File: src/rtl/sitoa_pkg.sv
// ----------------------------------------------------------------------------
// sitoa_pkg
// Shared types, constants and helpers for the signed integer to ASCII
// converter.
// ----------------------------------------------------------------------------
package sitoa_pkg;

   localparam int VALUE_WIDTH        = 32;
   localparam int CHAR_WIDTH         = 7;
   localparam int RADIX_WIDTH        = 5;
   localparam int DIGIT_WIDTH        = 4;
   localparam int BITS_PER_STEP      = 4;
   localparam int STEPS_PER_DIGIT    = VALUE_WIDTH / BITS_PER_STEP;
   localparam int MAX_DIGITS_DEFAULT = 32;

   localparam logic [RADIX_WIDTH-1:0] RADIX_RESET = 5'd10;
   localparam logic [RADIX_WIDTH-1:0] RADIX_MIN   = 5'd2;
   localparam logic [RADIX_WIDTH-1:0] RADIX_MAX   = 5'd16;

   localparam logic [CHAR_WIDTH-1:0] CHAR_ZERO  = 7'h30;
   localparam logic [CHAR_WIDTH-1:0] CHAR_NINE  = 7'h39;
   localparam logic [CHAR_WIDTH-1:0] CHAR_MINUS = 7'h2D;
   localparam logic [CHAR_WIDTH-1:0] CHAR_ALPHA = 7'h41;
   localparam logic [CHAR_WIDTH-1:0] CHAR_F     = 7'h46;

   typedef enum logic [2:0] {
      ST_IDLE   = 3'b001,
      ST_DIVIDE = 3'b010,
      ST_EMIT   = 3'b100
   } state_type;

   function automatic logic [CHAR_WIDTH-1:0] digit_char(input logic [DIGIT_WIDTH-1:0] d);
      logic [CHAR_WIDTH-1:0] c;
      if (d < 4'd10) begin
         c = CHAR_ZERO + CHAR_WIDTH'(d);
      end else begin
         c = CHAR_ALPHA + CHAR_WIDTH'(d - 4'd10);
      end
      return c;
   endfunction

   function automatic logic [RADIX_WIDTH-1:0] clamp_radix(input logic [RADIX_WIDTH-1:0] r);
      logic [RADIX_WIDTH-1:0] c;
      if (r < RADIX_MIN) begin
         c = RADIX_MIN;
      end else if (r > RADIX_MAX) begin
         c = RADIX_MAX;
      end else begin
         c = r;
      end
      return c;
   endfunction

endpackage

File: src/rtl/signed_integer_to_ascii.sv
// ----------------------------------------------------------------------------
// signed_integer_to_ascii
// Converts a signed 32-bit integer into its ASCII text in a programmable
// radix, one character per transaction, most significant character first.
// ----------------------------------------------------------------------------
// Each digit is one full pass of the shared long-division unit over the magnitude,
// which retires 4 quotient bits per cycle against the 5-bit radix.
// One value is converted at a time: a new value is accepted only in idle,
// after the last character of the previous value has been loaded. A
// negative value is sent with a leading minus sign.
// Reset is synchronous and active high; the radix returns to 10.
module signed_integer_to_ascii #(
   parameter int MAX_DIGITS = sitoa_pkg::MAX_DIGITS_DEFAULT
) (
   input  logic                                 clock,
   input  logic                                 reset,
   input  logic                                 req_valid,
   output logic                                 req_ready,
   input  logic signed [sitoa_pkg::VALUE_WIDTH-1:0] req_value,
   output logic                                 rsp_valid,
   input  logic                                 rsp_ready,
   output logic [sitoa_pkg::CHAR_WIDTH-1:0]     rsp_out_char,
   output logic                                 rsp_last_char,
   input  logic                                 csr_write_en,
   input  logic [sitoa_pkg::RADIX_WIDTH-1:0]    csr_write_data
);
   import sitoa_pkg::*;

   localparam int COUNT_WIDTH = $clog2(MAX_DIGITS + 1);
   localparam int STEP_WIDTH  = $clog2(STEPS_PER_DIGIT);

   state_type                state_ff, state_in;
   logic [RADIX_WIDTH-1:0]   radix_ff, radix_in;
   logic [VALUE_WIDTH-1:0]   mag_ff, mag_in;
   logic [DIGIT_WIDTH-1:0]   rem_ff, rem_in;
   logic [STEP_WIDTH-1:0]    step_ff, step_in;
   logic [COUNT_WIDTH-1:0]   count_ff, count_in;
   logic                     sign_ff, sign_in;
   logic [DIGIT_WIDTH-1:0]   stack_ff [MAX_DIGITS];
   logic [DIGIT_WIDTH-1:0]   stack_in [MAX_DIGITS];
   logic                     rsp_valid_ff, rsp_valid_in;
   logic [CHAR_WIDTH-1:0]    rsp_char_ff, rsp_char_in;
   logic                     rsp_last_ff, rsp_last_in;

   logic [DIGIT_WIDTH-1:0]   rem_step;
   logic [BITS_PER_STEP-1:0] qbits;
   logic [RADIX_WIDTH-1:0]   trial;
   logic [VALUE_WIDTH-1:0]   mag_step;
   logic                     digit_done;
   logic                     push;
   logic                     pop;
   logic                     load_slot;

   // Long division of the magnitude by the radix, several quotient bits a cycle.
   always_comb begin
      rem_step = rem_ff;
      qbits    = '0;
      trial    = '0;
      for (int i = 0; i < BITS_PER_STEP; i++) begin
         trial = {rem_step, mag_ff[VALUE_WIDTH-1-i]};
         if (trial >= radix_ff) begin
            qbits[BITS_PER_STEP-1-i] = 1'b1;
            trial = trial - radix_ff;
         end
         rem_step = trial[DIGIT_WIDTH-1:0];
      end
      mag_step   = {mag_ff[VALUE_WIDTH-BITS_PER_STEP-1:0], qbits};
      digit_done = (step_ff == STEP_WIDTH'(STEPS_PER_DIGIT - 1));
   end

   assign load_slot = (state_ff == ST_EMIT) && (!rsp_valid_ff || rsp_ready);
   assign push      = (state_ff == ST_DIVIDE) && digit_done;
   assign pop       = load_slot && !sign_ff;

   always_comb begin
      state_in     = state_ff;
      radix_in     = csr_write_en ? clamp_radix(csr_write_data) : radix_ff;
      mag_in       = mag_ff;
      rem_in       = rem_ff;
      step_in      = step_ff;
      count_in     = count_ff;
      sign_in      = sign_ff;
      rsp_valid_in = rsp_valid_ff && !rsp_ready;
      rsp_char_in  = rsp_char_ff;
      rsp_last_in  = rsp_last_ff;

      for (int i = 0; i < MAX_DIGITS; i++) begin
         stack_in[i] = stack_ff[i];
      end
      if (push) begin
         stack_in[0] = rem_step;
         for (int i = 1; i < MAX_DIGITS; i++) begin
            stack_in[i] = stack_ff[i-1];
         end
      end else if (pop) begin
         for (int i = 0; i < MAX_DIGITS - 1; i++) begin
            stack_in[i] = stack_ff[i+1];
         end
      end

      case (state_ff)
         ST_IDLE: begin
            if (req_valid) begin
               sign_in  = req_value[VALUE_WIDTH-1];
               mag_in   = req_value[VALUE_WIDTH-1] ? (VALUE_WIDTH'(0) - req_value) : req_value;
               rem_in   = '0;
               step_in  = '0;
               count_in = '0;
               state_in = ST_DIVIDE;
            end
         end
         ST_DIVIDE: begin
            mag_in  = mag_step;
            rem_in  = rem_step;
            step_in = step_ff + 1'b1;
            if (digit_done) begin
               rem_in   = '0;
               step_in  = '0;
               count_in = count_ff + 1'b1;
               if ((mag_step == '0) || (count_ff == COUNT_WIDTH'(MAX_DIGITS - 1))) begin
                  state_in = ST_EMIT;
               end
            end
         end
         ST_EMIT: begin
            if (load_slot) begin
               rsp_valid_in = 1'b1;
               if (sign_ff) begin
                  rsp_char_in = CHAR_MINUS;
                  rsp_last_in = 1'b0;
                  sign_in     = 1'b0;
               end else begin
                  rsp_char_in = digit_char(stack_ff[0]);
                  rsp_last_in = (count_ff == COUNT_WIDTH'(1));
                  count_in    = count_ff - 1'b1;
                  if (count_ff == COUNT_WIDTH'(1)) begin
                     state_in = ST_IDLE;
                  end
               end
            end
         end
         default: begin
            state_in = ST_IDLE;
         end
      endcase
   end

   always_ff @(posedge clock) begin
      if (reset) begin
         state_ff     <= ST_IDLE;
         radix_ff     <= RADIX_RESET;
         rsp_valid_ff <= 1'b0;
      end else begin
         state_ff     <= state_in;
         radix_ff     <= radix_in;
         rsp_valid_ff <= rsp_valid_in;
      end
   end

   always_ff @(posedge clock) begin
      mag_ff      <= mag_in;
      rem_ff      <= rem_in;
      step_ff     <= step_in;
      count_ff    <= count_in;
      sign_ff     <= sign_in;
      rsp_char_ff <= rsp_char_in;
      rsp_last_ff <= rsp_last_in;
      for (int i = 0; i < MAX_DIGITS; i++) begin
         stack_ff[i] <= stack_in[i];
      end
   end

   assign req_ready     = (state_ff == ST_IDLE);
   assign rsp_valid     = rsp_valid_ff;
   assign rsp_out_char  = rsp_char_ff;
   assign rsp_last_char = rsp_last_ff;

endmodule

File: config.mk
export PLATFORM = sky130hd
export DESIGN_NAME = signed_integer_to_ascii
export DESIGN_NICKNAME = d
export VERILOG_FILES = /design/src/rtl/sitoa_pkg.sv /design/src/rtl/signed_integer_to_ascii.sv
export SDC_FILE = /design/constraint.sdc
export NUM_CORES = 1
export LEC_CHECK = 0
export BUFFER_PORTS_ARGS = -buffer_cell sky130_fd_sc_hd__buf_4
export CELL_PAD_IN_SITES_DETAIL_PLACEMENT = 1
export CELL_PAD_IN_SITES_GLOBAL_PLACEMENT = 2
export CORE_ASPECT_RATIO = 1.2
export CORE_MARGIN = 1
export CORE_UTILIZATION = 40
export DETAILED_ROUTE_END_ITERATION = 8
export GPL_TIMING_DRIVEN = 0
export PLACE_DENSITY_LB_ADDON = 0.08
export RECOVER_POWER = 25
export SLEW_MARGIN = 10
export SYNTH_ARGS = -nofsm -noshare
export SYNTH_HDL_FRONTEND = slang
export SYNTH_SLANG_ARGS = --single-unit
export TNS_END_PERCENT = 5
File: constraint.sdc
create_clock -name clock -period 7.2 [get_ports clock]
set_input_delay 2.16 -clock clock [delete_from_list [all_inputs] [get_ports clock]]
set_output_delay 2.16 -clock clock [all_outputs]
set_load 0.02 [all_outputs]
==> results of run 1 <==
## area by class of cell
| type | instances | area share |
|---|---|---|
| plain buffers | 43 | 0.0148 |
| well taps | 320 | 0.0356 |
| inverters | 30 | 0.0100 |
| clock buffers | 21 | 0.0447 |
| repair buffers | 53 | 0.0373 |
| flip-flops and latches | 191 | 0.502 |
| multi-input cells | 738 | 0.349 |
| clock inverters | 11 | 0.00634 |
## kinds of logic (layout without fill, tap and decap cells)
group,Yosys count,after routing
flops,191,191
xor+xnor,41,41
compound gates,134,134
fa+ha+maj,34,34
simple gates,519,519
mux,10,10
buf+inv,73,158
## worst max-delay path by stage
stage | end | slack [ps]
floorplan | stack_ff[0][3]$_DFFE_PP_ | 1460
detailed placement | stack_ff[0][3]$_DFFE_PP_ | 50
global placement | stack_ff[0][39]$_DFFE_PP_ | -210
global route | stack_ff[0][3]$_DFFE_PP_ | 60
CTS | stack_ff[0][3]$_DFFE_PP_ | 20
finish | stack_ff[0][3]$_DFFE_PP_ | 570
## sequential cells by signal, summed over array words and instances, names as in the netlist
register       cells
radix_ff           5
count_ff           6
sign_ff            1
step_ff            3
rsp_valid          1
rsp_last_char      1
mag_ff            32
rem_ff             4
rsp_out_char       7
state_ff           3
stack_ff         128
## worst max-delay path, stage by stage (launching register included)
cell      delay [ps]
dfxtp_1          430
inv_1            240
ha_1             290
a21oi_1          170
o21ai_1          130
a31oi_4          360
mux2_2           410
ha_1             340
a21o_1           170
a31oi_1          210
o21a_1           310
o211ai_1         190
a21boi_0         170
ha_1             380
a21o_1           130
a31oi_1           60
o21ai_2          370
mux2i_2          350
ha_1             290
nor2b_1          140
o31a_1           300
o22ai_4          270
a211oi_1         110
a311oi_1         420
a21oi_1          120
## routing by layer
layer,vias to the layer above,GRT usage
li1,3593,-
met1,3449,0.223
met2,80,0.359
met3,19,0.0311
met4,0,0.0487
met5,-,0
## layout by cell type, fill, tap and decap left out, types with 7 or more instances in the layout
cell type	synthesis	final
a21o_1	9	8
a21oi_1	22	22
buf_4	0	47
clkbuf_1	31	42
clkbuf_16	0	19
dfxtp_1	9	9
edfxtp_1	182	182
ha_1	30	30
inv_1	29	29
nand2_1	423	423
nand2b_1	7	7
nand3_1	12	12
nor2_1	33	33
nor3_1	10	10
nor4_1	8	8
o21ai_0	53	53
o31ai_1	10	10
xnor2_1	10	10
xor2_1	31	31
## power by group through the flow
stage               sequential, mW  clock, mW  combinational [mW]
floorplan                     1.41          0               0.817
global placement              1.43          0                1.11
detailed placement            1.43          0                1.13
CTS                           1.40      0.955                1.14
global route                  1.42      0.993                1.32
finish                        1.41      0.928                1.17
## timing repair
action | CTS | global route
hold buffers | 0 | 0
resized for setup | 0 | 4
setup endpoints to repair | 0 | 10
==> impl_metrics.py, run 1 <==
metrics = {
    "status": {
        "status": "finished with violations",
        "violations": "max-capacitance violations, max-slew violations",
    },
    "place": {
        "gp_congestion": 0.765,
        "place_hpwl_mm": 17.0,
        "dpl.cell_count": 1375,
        "placed_area_sq_um": 10700,
        "dp_slack_ps": 46.0,
        "io_buffers": 50,
    },
    "final_layout": {
        "area_growth_pct": 14.4,
        "diodes": 0,
        "layout-drive-gt1-share": 0.0920,
        "register_area_sq_um": 5650,
        "utilization": 0.468,
        "final_cell_area_sq_um": 11200,
        "multi_input_area_sq_um": 3930,
        "nFillCells": 2785,
        "fin_cells": 1407,
        "final_nets": 1150,
    },
    "logic_synthesis": {
        "syn_avg_cell_area_sq_um": 9.81,
        "synthMuxAreaShare": 0.0107,
        "synth_compound_area_frac": 0.0864,
        "yosys_warnings": 0,
        "yosys.area_share.simple": 0.216,
        "yosysTopAreaCell": "edfxtp_1",
        "synthTopCellsByCount": "nand2_1 (423), edfxtp_1 (182), o21ai_0 (53)",
        "synthAdderAreaFrac": 0.0463,
        "synth_area_sq_um": 9830,
        "synth_top_area_frac": 0.556,
        "synth_top_family_by_area": "simple AND/OR/NAND/NOR gates",
        "ys_seq_area_frac": 0.574,
        "synth.most_common_cell": "nand2_1",
        "synth-edff-count": 182,
        "syn_inst": 1002,
        "synth.lib_cells_used.distinct": 57,
        "synth-async-reset-ratio": 0,
        "synthXorXnorAreaFrac": 0.0365,
        "synth-main-ff-cell": "edfxtp_1",
        "synth_fp_nets": 1078,
        "ys_ff_latch": 191,
        "synth_area_leaders": "edfxtp_1 (56%), nand2_1 (16%), ha_1 (3.8%)",
    },
    "hold_path": {
        "worstHoldStart": "stack_ff[1][58]$_DFFE_PP_",
        "min_path_cells": 0,
        "worstHoldPathType": "flip-flop to flip-flop",
        "min_to": "stack_ff[1][62]$_DFFE_PP_",
    },
    "grt": {
        "grt_first_pass_wirelength_mm": 38.2,
        "grt_pass1_vias": 7618,
        "antenna_found_initial": 0,
        "overflow": 0,
        "grt_max_degree": 49,
        "track_usage": 0.191,
    },
    "power": {
        "p_sw_frac": 0.341,
        "p_int_mw": 2.31,
        "power_frac_clock": 0.265,
        "power.share.sequential": 0.401,
        "max-vdd-ir-drop_mv": 0.238,
        "total_power_mw": 3.50,
        "power_density_nw_per_um2": 311,
        "p_switching_mw": 1.19,
        "power_leakage_nw": 4.46,
        "power_frac_comb": 0.334,
    },
    "worst_setup_path": {
        "start_kind": "flip-flop",
        "cp.arrival_ps": 6790,
        "ff2ff_setup_slack_ps": 570,
        "crit_required_ps": 7360,
        "critPathLaunch": "radix_ff[1]$_SDFFE_PP1P_",
        "r2r_cells": 24,
        "path_class": "flip-flop to flip-flop",
        "crit_path_max_fanout": 9,
        "cp-end-kind": "flip-flop",
        "timing.rr.end": "stack_ff[0][3]$_DFFE_PP_",
        "r2r_start": "radix_ff[1]$_SDFFE_PP1P_",
    },
    "die": {
        "fp.dieH_um": 174,
        "start_util": 0.409,
        "core_area_sq_um": 24000,
        "die_area_sq_um": 25200,
        "rows": 62,
        "ios": 52,
        "die_x_um": 145,
    },
    "clock_tree": {
        "clk_latency_ps": 440,
        "clock-root-buffer": "clkbuf_16",
        "cts_tree": "yes",
        "cts_num_sinks": 191,
        "clk_pin_slew_worst_paths_ps": 70,
        "htreeDepth": 4,
        "cts_max_path_buffers": 2,
        "cts-buffers-inserted": 17,
        "cts_setup_buffers": 0,
    },
    "drt": {
        "via_per_inst": 5.08,
        "first_pass_iters": 4,
        "first_iter_violations": 298,
        "routed_wl_mm": 23.0,
        "wl_per_cell_um": 16.4,
        "dr_wl_met2_mm": 12.0,
        "drc": 0,
        "routed.top_layer": "met4",
        "route.met3.wl_um": 457,
        "wl_met1_mm": 10.3,
        "ant_nets": 0,
        "vias": 7141,
    },
    "sta": {
        "finalHoldViolations": 0,
        "max-slew-margin-rel": -0.187,
        "finClkSkew_ps": 10.2,
        "timing.hold.ws_ps": 454,
        "max_freq_mhz": 151,
        "post-route-period-util": 0.921,
        "rsz0062_at_grt": "false",
        "slew_violations": 32,
        "fin_setup_tns_ps": 0,
        "setup_viol": 0,
        "period_minus_slack_ps": 6630,
        "tightest_slew_ps": 1780,
        "fin_ws_ps": 568,
    },
    "run": {
        "cap_violations": 1,
    },
}
Power figures use the tool's default switching activity.
==> run 2: changes to the inputs <==
--- a/config.mk
+++ b/config.mk
@@ -15,6 +15,7 @@
 export GPL_TIMING_DRIVEN = 0
 export PLACE_DENSITY_LB_ADDON = 0.08
 export RECOVER_POWER = 25
+export REMOVE_ABC_BUFFERS = 1
 export SLEW_MARGIN = 10
 export SYNTH_ARGS = -nofsm -noshare
 export SYNTH_HDL_FRONTEND = slang
==> impl_metrics.py, run 2 (synthesis results as in run 1) <==
metrics = {
    "final_layout": {
        "utilization": 0.466,
        "largest-register": "stack_ff",
        "fin_cells": 1371,
        "final_nets": 1114,
        "layout_commonest_cell": "nand2_1",
        "area_growth_pct": 14.1,
        "diodes": 0,
        "largest_register_ffs": 128,
        "final_cell_area_sq_um": 11200,
        "nFillCells": 2726,
        "layout-drive-gt1-share": 0.0980,
        "mostFrequentLayoutCells": "nand2_1 (423), edfxtp_1 (182), o21ai_0 (53)",
    },
    "drt": {
        "first_pass_iters": 4,
        "via_per_inst": 5.15,
        "ant_nets": 0,
        "drc": 0,
        "first_iter_violations": 355,
        "vias": 7054,
        "wl_per_cell_um": 15.3,
        "routed_wl_mm": 21.0,
    },
    "sta": {
        "setup_viol": 0,
        "rsz0062_at_grt": "false",
        "fin_ws_ps": 632,
        "max-slew-margin-rel": -0.360,
        "finClkSkew_ps": 20.0,
        "tightest_slew_ps": 2040,
        "slew_violations": 58,
        "period_minus_slack_ps": 6570,
        "finalHoldViolations": 0,
        "max_freq_mhz": 152,
        "post-route-period-util": 0.912,
    },
    "die": {
        "rows": 62,
        "fp.dieH_um": 174,
        "ios": 52,
        "core_area_sq_um": 24000,
        "die_area_sq_um": 25200,
        "die_x_um": 145,
        "start_util": 0.409,
    },
    "grt": {
        "track_usage": 0.174,
        "overflow": 0,
        "grt_pass1_vias": 7173,
        "antenna_found_initial": 0,
        "grt_first_pass_wirelength_mm": 35.4,
        "grt_max_degree": 103,
    },
    "place": {
        "gp_congestion": 0.765,
        "io_buffers": 51,
        "dp_slack_ps": 257,
        "place_hpwl_mm": 14.0,
        "placed_area_sq_um": 10600,
        "dpl.cell_count": 1339,
    },
    "clock_tree": {
        "cts-buffers-inserted": 17,
        "clk_latency_ps": 450,
        "hold_buffers": 0,
        "clk_pin_slew_worst_paths_ps": 80,
        "htreeDepth": 4,
        "cts_max_path_buffers": 2,
        "clock-root-buffer": "clkbuf_16",
        "cts_tree": "yes",
        "cts_num_sinks": 191,
        "cts_setup_buffers": 0,
    },
    "run": {
        "cap_violations": 1,
    },
    "worst_setup_path": {
        "worst_path_most_repeated_cell": "ha_1",
        "path_cells": "inv_1, ha_1, nand2_1, o21ai_1, a31oi_4, mux2_2, ha_1, a21o_1, a31oi_1, o21a_1, mux2i_1, ha_1, a21o_1, a31oi_1, o21ai_2, mux2i_2, ha_1, nor2b_1, o31a_1, o22ai_2, a211oi_1, a311oi_1, a21oi_1",
        "critPathTopFamily": "compound AO/OA/AOI/OAI gates",
        "cp-end-kind": "flip-flop",
        "cp_num_buf_inv": 1,
        "cpPeakStageDelay_ps": 470,
        "cp_slowest_cell": "mux2i_1",
        "crit_required_ps": 7370,
        "start_kind": "flip-flop",
        "path_class": "flip-flop to flip-flop",
        "cp.arrival_ps": 6740,
        "crit_path_max_fanout": 9,
    },
    "power": {
        "power_density_nw_per_um2": 308,
        "p_sw_frac": 0.346,
        "power.share.sequential": 0.409,
        "total_power_mw": 3.46,
        "p_int_mw": 2.26,
        "power_leakage_nw": 4.44,
        "max-vdd-ir-drop_mv": 0.184,
        "power_frac_clock": 0.274,
        "power_frac_comb": 0.316,
        "p_switching_mw": 1.20,
    },
    "status": {
        "status": "finished with violations",
        "violations": "max-capacitance violations, max-slew violations",
    },
    "hold_path": {
        "worstHoldPathType": "flip-flop to flip-flop",
    },
}
run 2: cell count changes in the layout (fill, tap and decap cells not counted), sizes merged:
cell	change
inv	+1
clkinvlp	+2
clkbuf	-41
buf	+2
run 2: worst paths after layout:
check                                                from                         to  slack (ps)  cells after the start
worst max-delay path             radix_ff[1]$_SDFFE_PP1P_   stack_ff[0][3]$_DFFE_PP_         630                     23
worst min register to register  stack_ff[1][59]$_DFFE_PP_  stack_ff[1][63]$_DFFE_PP_         450                      0
worst max register to register   radix_ff[1]$_SDFFE_PP1P_   stack_ff[0][3]$_DFFE_PP_         630                     23
worst min-delay path            stack_ff[1][59]$_DFFE_PP_  stack_ff[1][63]$_DFFE_PP_         450                      0
run 2: worst register-to-register path, cell delays in order, from the launching register on:
cell and delay (ps):
dfxtp_1 430, inv_1 230, ha_1 380, nand2_1 70, o21ai_1 100, a31oi_4 350, mux2_2 400, ha_1 340
a21o_1 180, a31oi_1 190, o21a_1 270, mux2i_1 480, ha_1 270, a21o_1 120, a31oi_1 60, o21ai_2 380
mux2i_2 360, ha_1 300, nor2b_1 140, o31a_1 280, o22ai_2 350, a211oi_1 110, a311oi_1 380, a21oi_1 120
run 2: what timing repair did:
item / in CTS / in global routing
gates resized for setup: 0 / 3
endpoints found under the hold margin: 0 / 0
endpoints found under the setup margin: 0 / 10
run 2: routing by layer:
layer | vias up | global-route usage | part of all wire
met1 | 3454 | 0.234 | 0.49
met4 | 0 | 0.0539 | 0.013
met2 | 66 | 0.289 | 0.48
met3 | 19 | 0.0268 | 0.024
li1 | 3515 | - | -
met5 | - | 0 | 0
run 2: area by class of cell:
class,count,area [sq um],area share
tap,320,400,0.0357
sequential,191,5650,0.503
inverter,30,114,0.0102
clock buffer,18,429,0.0383
clock inverter,14,166,0.0148
timing repair buffer,60,539,0.0481
multi-input combinational,738,3920,0.350
run 2: through the flow:
stage / hold slack (ps) / TNS [ps]
after floorplan: 426 / -638650
after global placement: 434 / -2361590
after detailed placement: 437 / 0
after CTS: 456 / 0
after global routing: 475 / 0
final: 454 / 0
run 2: power by group through the flow:
stage          clock (mW)  sequential, mW  combinational [mW]
2_1_floorplan           0            1.42               0.801
6_report            0.948            1.42                1.09
3_3_place_gp            0            1.45                1.07
5_1_grt              1.02            1.43                1.23
4_1_cts             0.978            1.42                1.10
3_5_place_dp            0            1.44                1.09
==> run 3: changes to the inputs <==
--- a/config.mk
+++ b/config.mk
@@ -5,12 +5,11 @@
 export SDC_FILE = /design/constraint.sdc
 export NUM_CORES = 1
 export LEC_CHECK = 0
+export ABC_AREA = 1
 export BUFFER_PORTS_ARGS = -buffer_cell sky130_fd_sc_hd__buf_4
-export CELL_PAD_IN_SITES_DETAIL_PLACEMENT = 1
-export CELL_PAD_IN_SITES_GLOBAL_PLACEMENT = 2
 export CORE_ASPECT_RATIO = 1.2
 export CORE_MARGIN = 1
-export CORE_UTILIZATION = 40
+export CORE_UTILIZATION = 49
 export DETAILED_ROUTE_END_ITERATION = 8
 export GPL_TIMING_DRIVEN = 0
 export PLACE_DENSITY_LB_ADDON = 0.08
==> impl_metrics.py, run 3 <==
metrics = {
    "status": {
        "status": "finished with violations",
        "violations": "max-capacitance violations, max-slew violations",
    },
    "clock_tree": {
        "cts-buffers-inserted": 17,
        "clk_latency_ps": 430,
        "cts_max_path_buffers": 2,
        "clk_pin_slew_worst_paths_ps": 70,
        "cts_tree": "yes",
        "clock-root-buffer": "clkbuf_16",
        "cts_num_sinks": 191,
        "htreeDepth": 4,
    },
    "final_layout": {
        "layout_commonest_cell": "nand2_1",
        "area_growth_pct": 13.0,
        "utilization": 0.568,
        "final_cell_area_sq_um": 11500,
        "layout-drive-gt1-share": 0.0903,
        "largest-register": "stack_ff",
        "fin_cells": 1516,
        "final_nets": 1314,
        "largest_register_ffs": 128,
        "nFillCells": 1899,
        "mostFrequentLayoutCells": "nand2_1 (522), edfxtp_1 (182), inv_1 (97)",
        "diodes": 0,
    },
    "sta": {
        "finalHoldViolations": 0,
        "fin_setup_tns_ps": 0,
        "max-slew-margin-rel": -0.169,
        "post-route-period-util": 0.885,
        "fin_ws_ps": 826,
        "slew_violations": 104,
        "period_minus_slack_ps": 6370,
        "tightest_slew_ps": 1750,
        "max_freq_mhz": 157,
        "timing.hold.ws_ps": 453,
        "rsz0062_at_grt": "false",
        "finClkSkew_ps": 12.0,
        "setup_viol": 0,
    },
    "drt": {
        "first_iter_violations": 407,
        "drc": 0,
        "vias": 7708,
        "via_per_inst": 5.08,
        "wl_per_cell_um": 13.5,
        "routed_wl_mm": 20.4,
        "first_pass_iters": 5,
        "ant_nets": 0,
    },
    "logic_synthesis": {
        "synth_area_leaders": "edfxtp_1 (54%), nand2_1 (19%), ha_1 (3.7%)",
        "synth.lib_cells_used.distinct": 41,
        "ys_ff_latch": 191,
        "synth_compound_area_frac": 0.0578,
        "synthXorXnorAreaFrac": 0.0154,
        "synth-main-ff-cell": "edfxtp_1",
        "yosysTopAreaCell": "edfxtp_1",
        "synth-async-reset-ratio": 0,
        "synth_top_area_frac": 0.535,
        "yosys.area_share.simple": 0.274,
        "ys_seq_area_frac": 0.553,
        "synth_top_family_by_area": "simple AND/OR/NAND/NOR gates",
        "yosys_warnings": 0,
        "synthAdderAreaFrac": 0.0446,
        "syn_avg_cell_area_sq_um": 8.56,
        "synthMuxAreaShare": 0.000980,
        "synth-edff-count": 182,
        "synth.most_common_cell": "nand2_1",
        "synth_area_sq_um": 10200,
        "synthTopCellsByCount": "nand2_1 (522), edfxtp_1 (182), inv_1 (96)",
        "syn_inst": 1193,
    },
    "hold_path": {
        "worstHoldPathType": "flip-flop to flip-flop",
        "min_path_cells": 0,
        "min_to": "stack_ff[1][60]$_DFFE_PP_",
        "worstHoldStart": "stack_ff[1][56]$_DFFE_PP_",
    },
    "worst_setup_path": {
        "r2r_cells": 37,
        "crit_required_ps": 7330,
        "cpPeakStageDelay_ps": 490,
        "path_class": "flip-flop to flip-flop",
        "r2r_start": "radix_ff[1]$_SDFFE_PP1P_",
        "crit_path_max_fanout": 25,
        "cp.arrival_ps": 6500,
        "cp_slowest_cell": "o21ai_0",
        "cp-end-kind": "flip-flop",
        "start_kind": "flip-flop",
        "timing.rr.end": "mag_ff[2]$_DFFE_PP_",
        "ff2ff_setup_slack_ps": 830,
        "worst_path_most_repeated_cell": "nand2_1",
    },
    "die": {
        "die_x_um": 134,
        "rows": 57,
        "start_util": 0.503,
        "fp.dieH_um": 160,
        "ios": 52,
        "core_area_sq_um": 20300,
        "die_area_sq_um": 21400,
    },
    "place": {
        "placed_area_sq_um": 11000,
        "gp_congestion": 0.876,
        "dp_slack_ps": 227,
        "dpl.cell_count": 1478,
        "place_hpwl_mm": 13.8,
        "io_buffers": 51,
    },
    "power": {
        "power_density_nw_per_um2": 424,
        "power_leakage_nw": 5.02,
        "total_power_mw": 4.90,
        "max-vdd-ir-drop_mv": 0.412,
    },
    "grt": {
        "track_usage": 0.199,
        "grt_pass1_vias": 7309,
        "antenna_found_initial": 0,
        "grt_first_pass_wirelength_mm": 34.1,
        "grt_max_degree": 67,
        "overflow": 0,
    },
    "run": {
        "cap_violations": 3,
    },
}
-- run 3: changes by cell type after synthesis, moves of 9 or more --
cell,change
nand3_1,+37
inv_1,+67
xor2_1,-17
buf_2,+11
o21ai_0,+10
nand2_1,+99
nor2_1,+56
a21o_1,-9
clkbuf_1,-18
-- run 3: what timing repair did --
item | CTS | global route
buffers inserted | 0 | 5
hold buffers | 0 | 0
gates resized for setup | 0 | 3
endpoints found under the hold margin | 0 | 0
setup endpoints to repair | 0 | 39
-- run 3: critical path: cells and delay by family, from the launching register on --
family,cells,cell delay (ps)
compound gates,5,1260
flops,1,460
simple gates,22,2270
fa+ha+maj,4,1260
buf+inv,6,810
-- run 3: routing by layer --
| metal | GRT usage | up-vias | wire, um |
|---|---|---|---|
| li1 | - | 3997 | - |
| met3 | 0.0327 | 20 | 417 |
| met4 | 0.0573 | 0 | 255 |
| met5 | 0 | - | 0 |
| met2 | 0.338 | 96 | 10200 |
| met1 | 0.259 | 3595 | 9500 |
-- run 3: area by class of cell --
class                           count  area (sq um)  area share
Sequential cell                   191          5650       0.489
Multi-Input combinational cell    861          4020       0.349
Timing Repair Buffer               64           559      0.0484
Clock buffer                       17           425      0.0368
Inverter                          103           389      0.0337
Tap cell                          265           332      0.0287
Clock inverter                     15           171      0.0148
-- run 3: worst max-delay path by stage --
| stage | start | endpoint | slack, ps | depth (start not counted) |
|---|---|---|---|---|
| final | radix_ff[1]$_SDFFE_PP1P_ | mag_ff[2]$_DFFE_PP_ | 830 | 37 |
| after global routing | radix_ff[1]$_SDFFE_PP1P_ | mag_ff[2]$_DFFE_PP_ | 30 | 38 |
| after CTS | radix_ff[1]$_SDFFE_PP1P_ | mag_ff[14]$_DFFE_PP_ | 170 | 39 |
| after detailed placement | radix_ff[1]$_SDFFE_PP1P_ | mag_ff[8]$_DFFE_PP_ | 230 | 39 |
| after global placement | state_ff[2]$_SDFFE_PP0P_ | stack_ff[1][20]$_DFFE_PP_ | -6920 | 5 |
| after floorplan | state_ff[2]$_SDFFE_PP0P_ | stack_ff[0][0]$_DFFE_PP_ | -1650 | 5 |
-- run 3: cells by family (layout without fill, tap and decap cells) --
logic type                 count (synthesis)  in the layout
AOI/OAI and AO/OA                        108            108
muxes                                      1              1
xor gates and xnor gates                  18             18
buffers and inverters                    141            199
DFF                                      191            191
and+or+nand+nor                          700            700
adders and majority gates                 34             34
-- run 3: power breakdown --
group	switching (mW)	total, mW	leakage (nW)	internal (mW)
clock	0.458	0.956	0.289	0.497
combinational	1.48	2.30	2.99	0.824
sequential	0.122	1.64	1.74	1.52
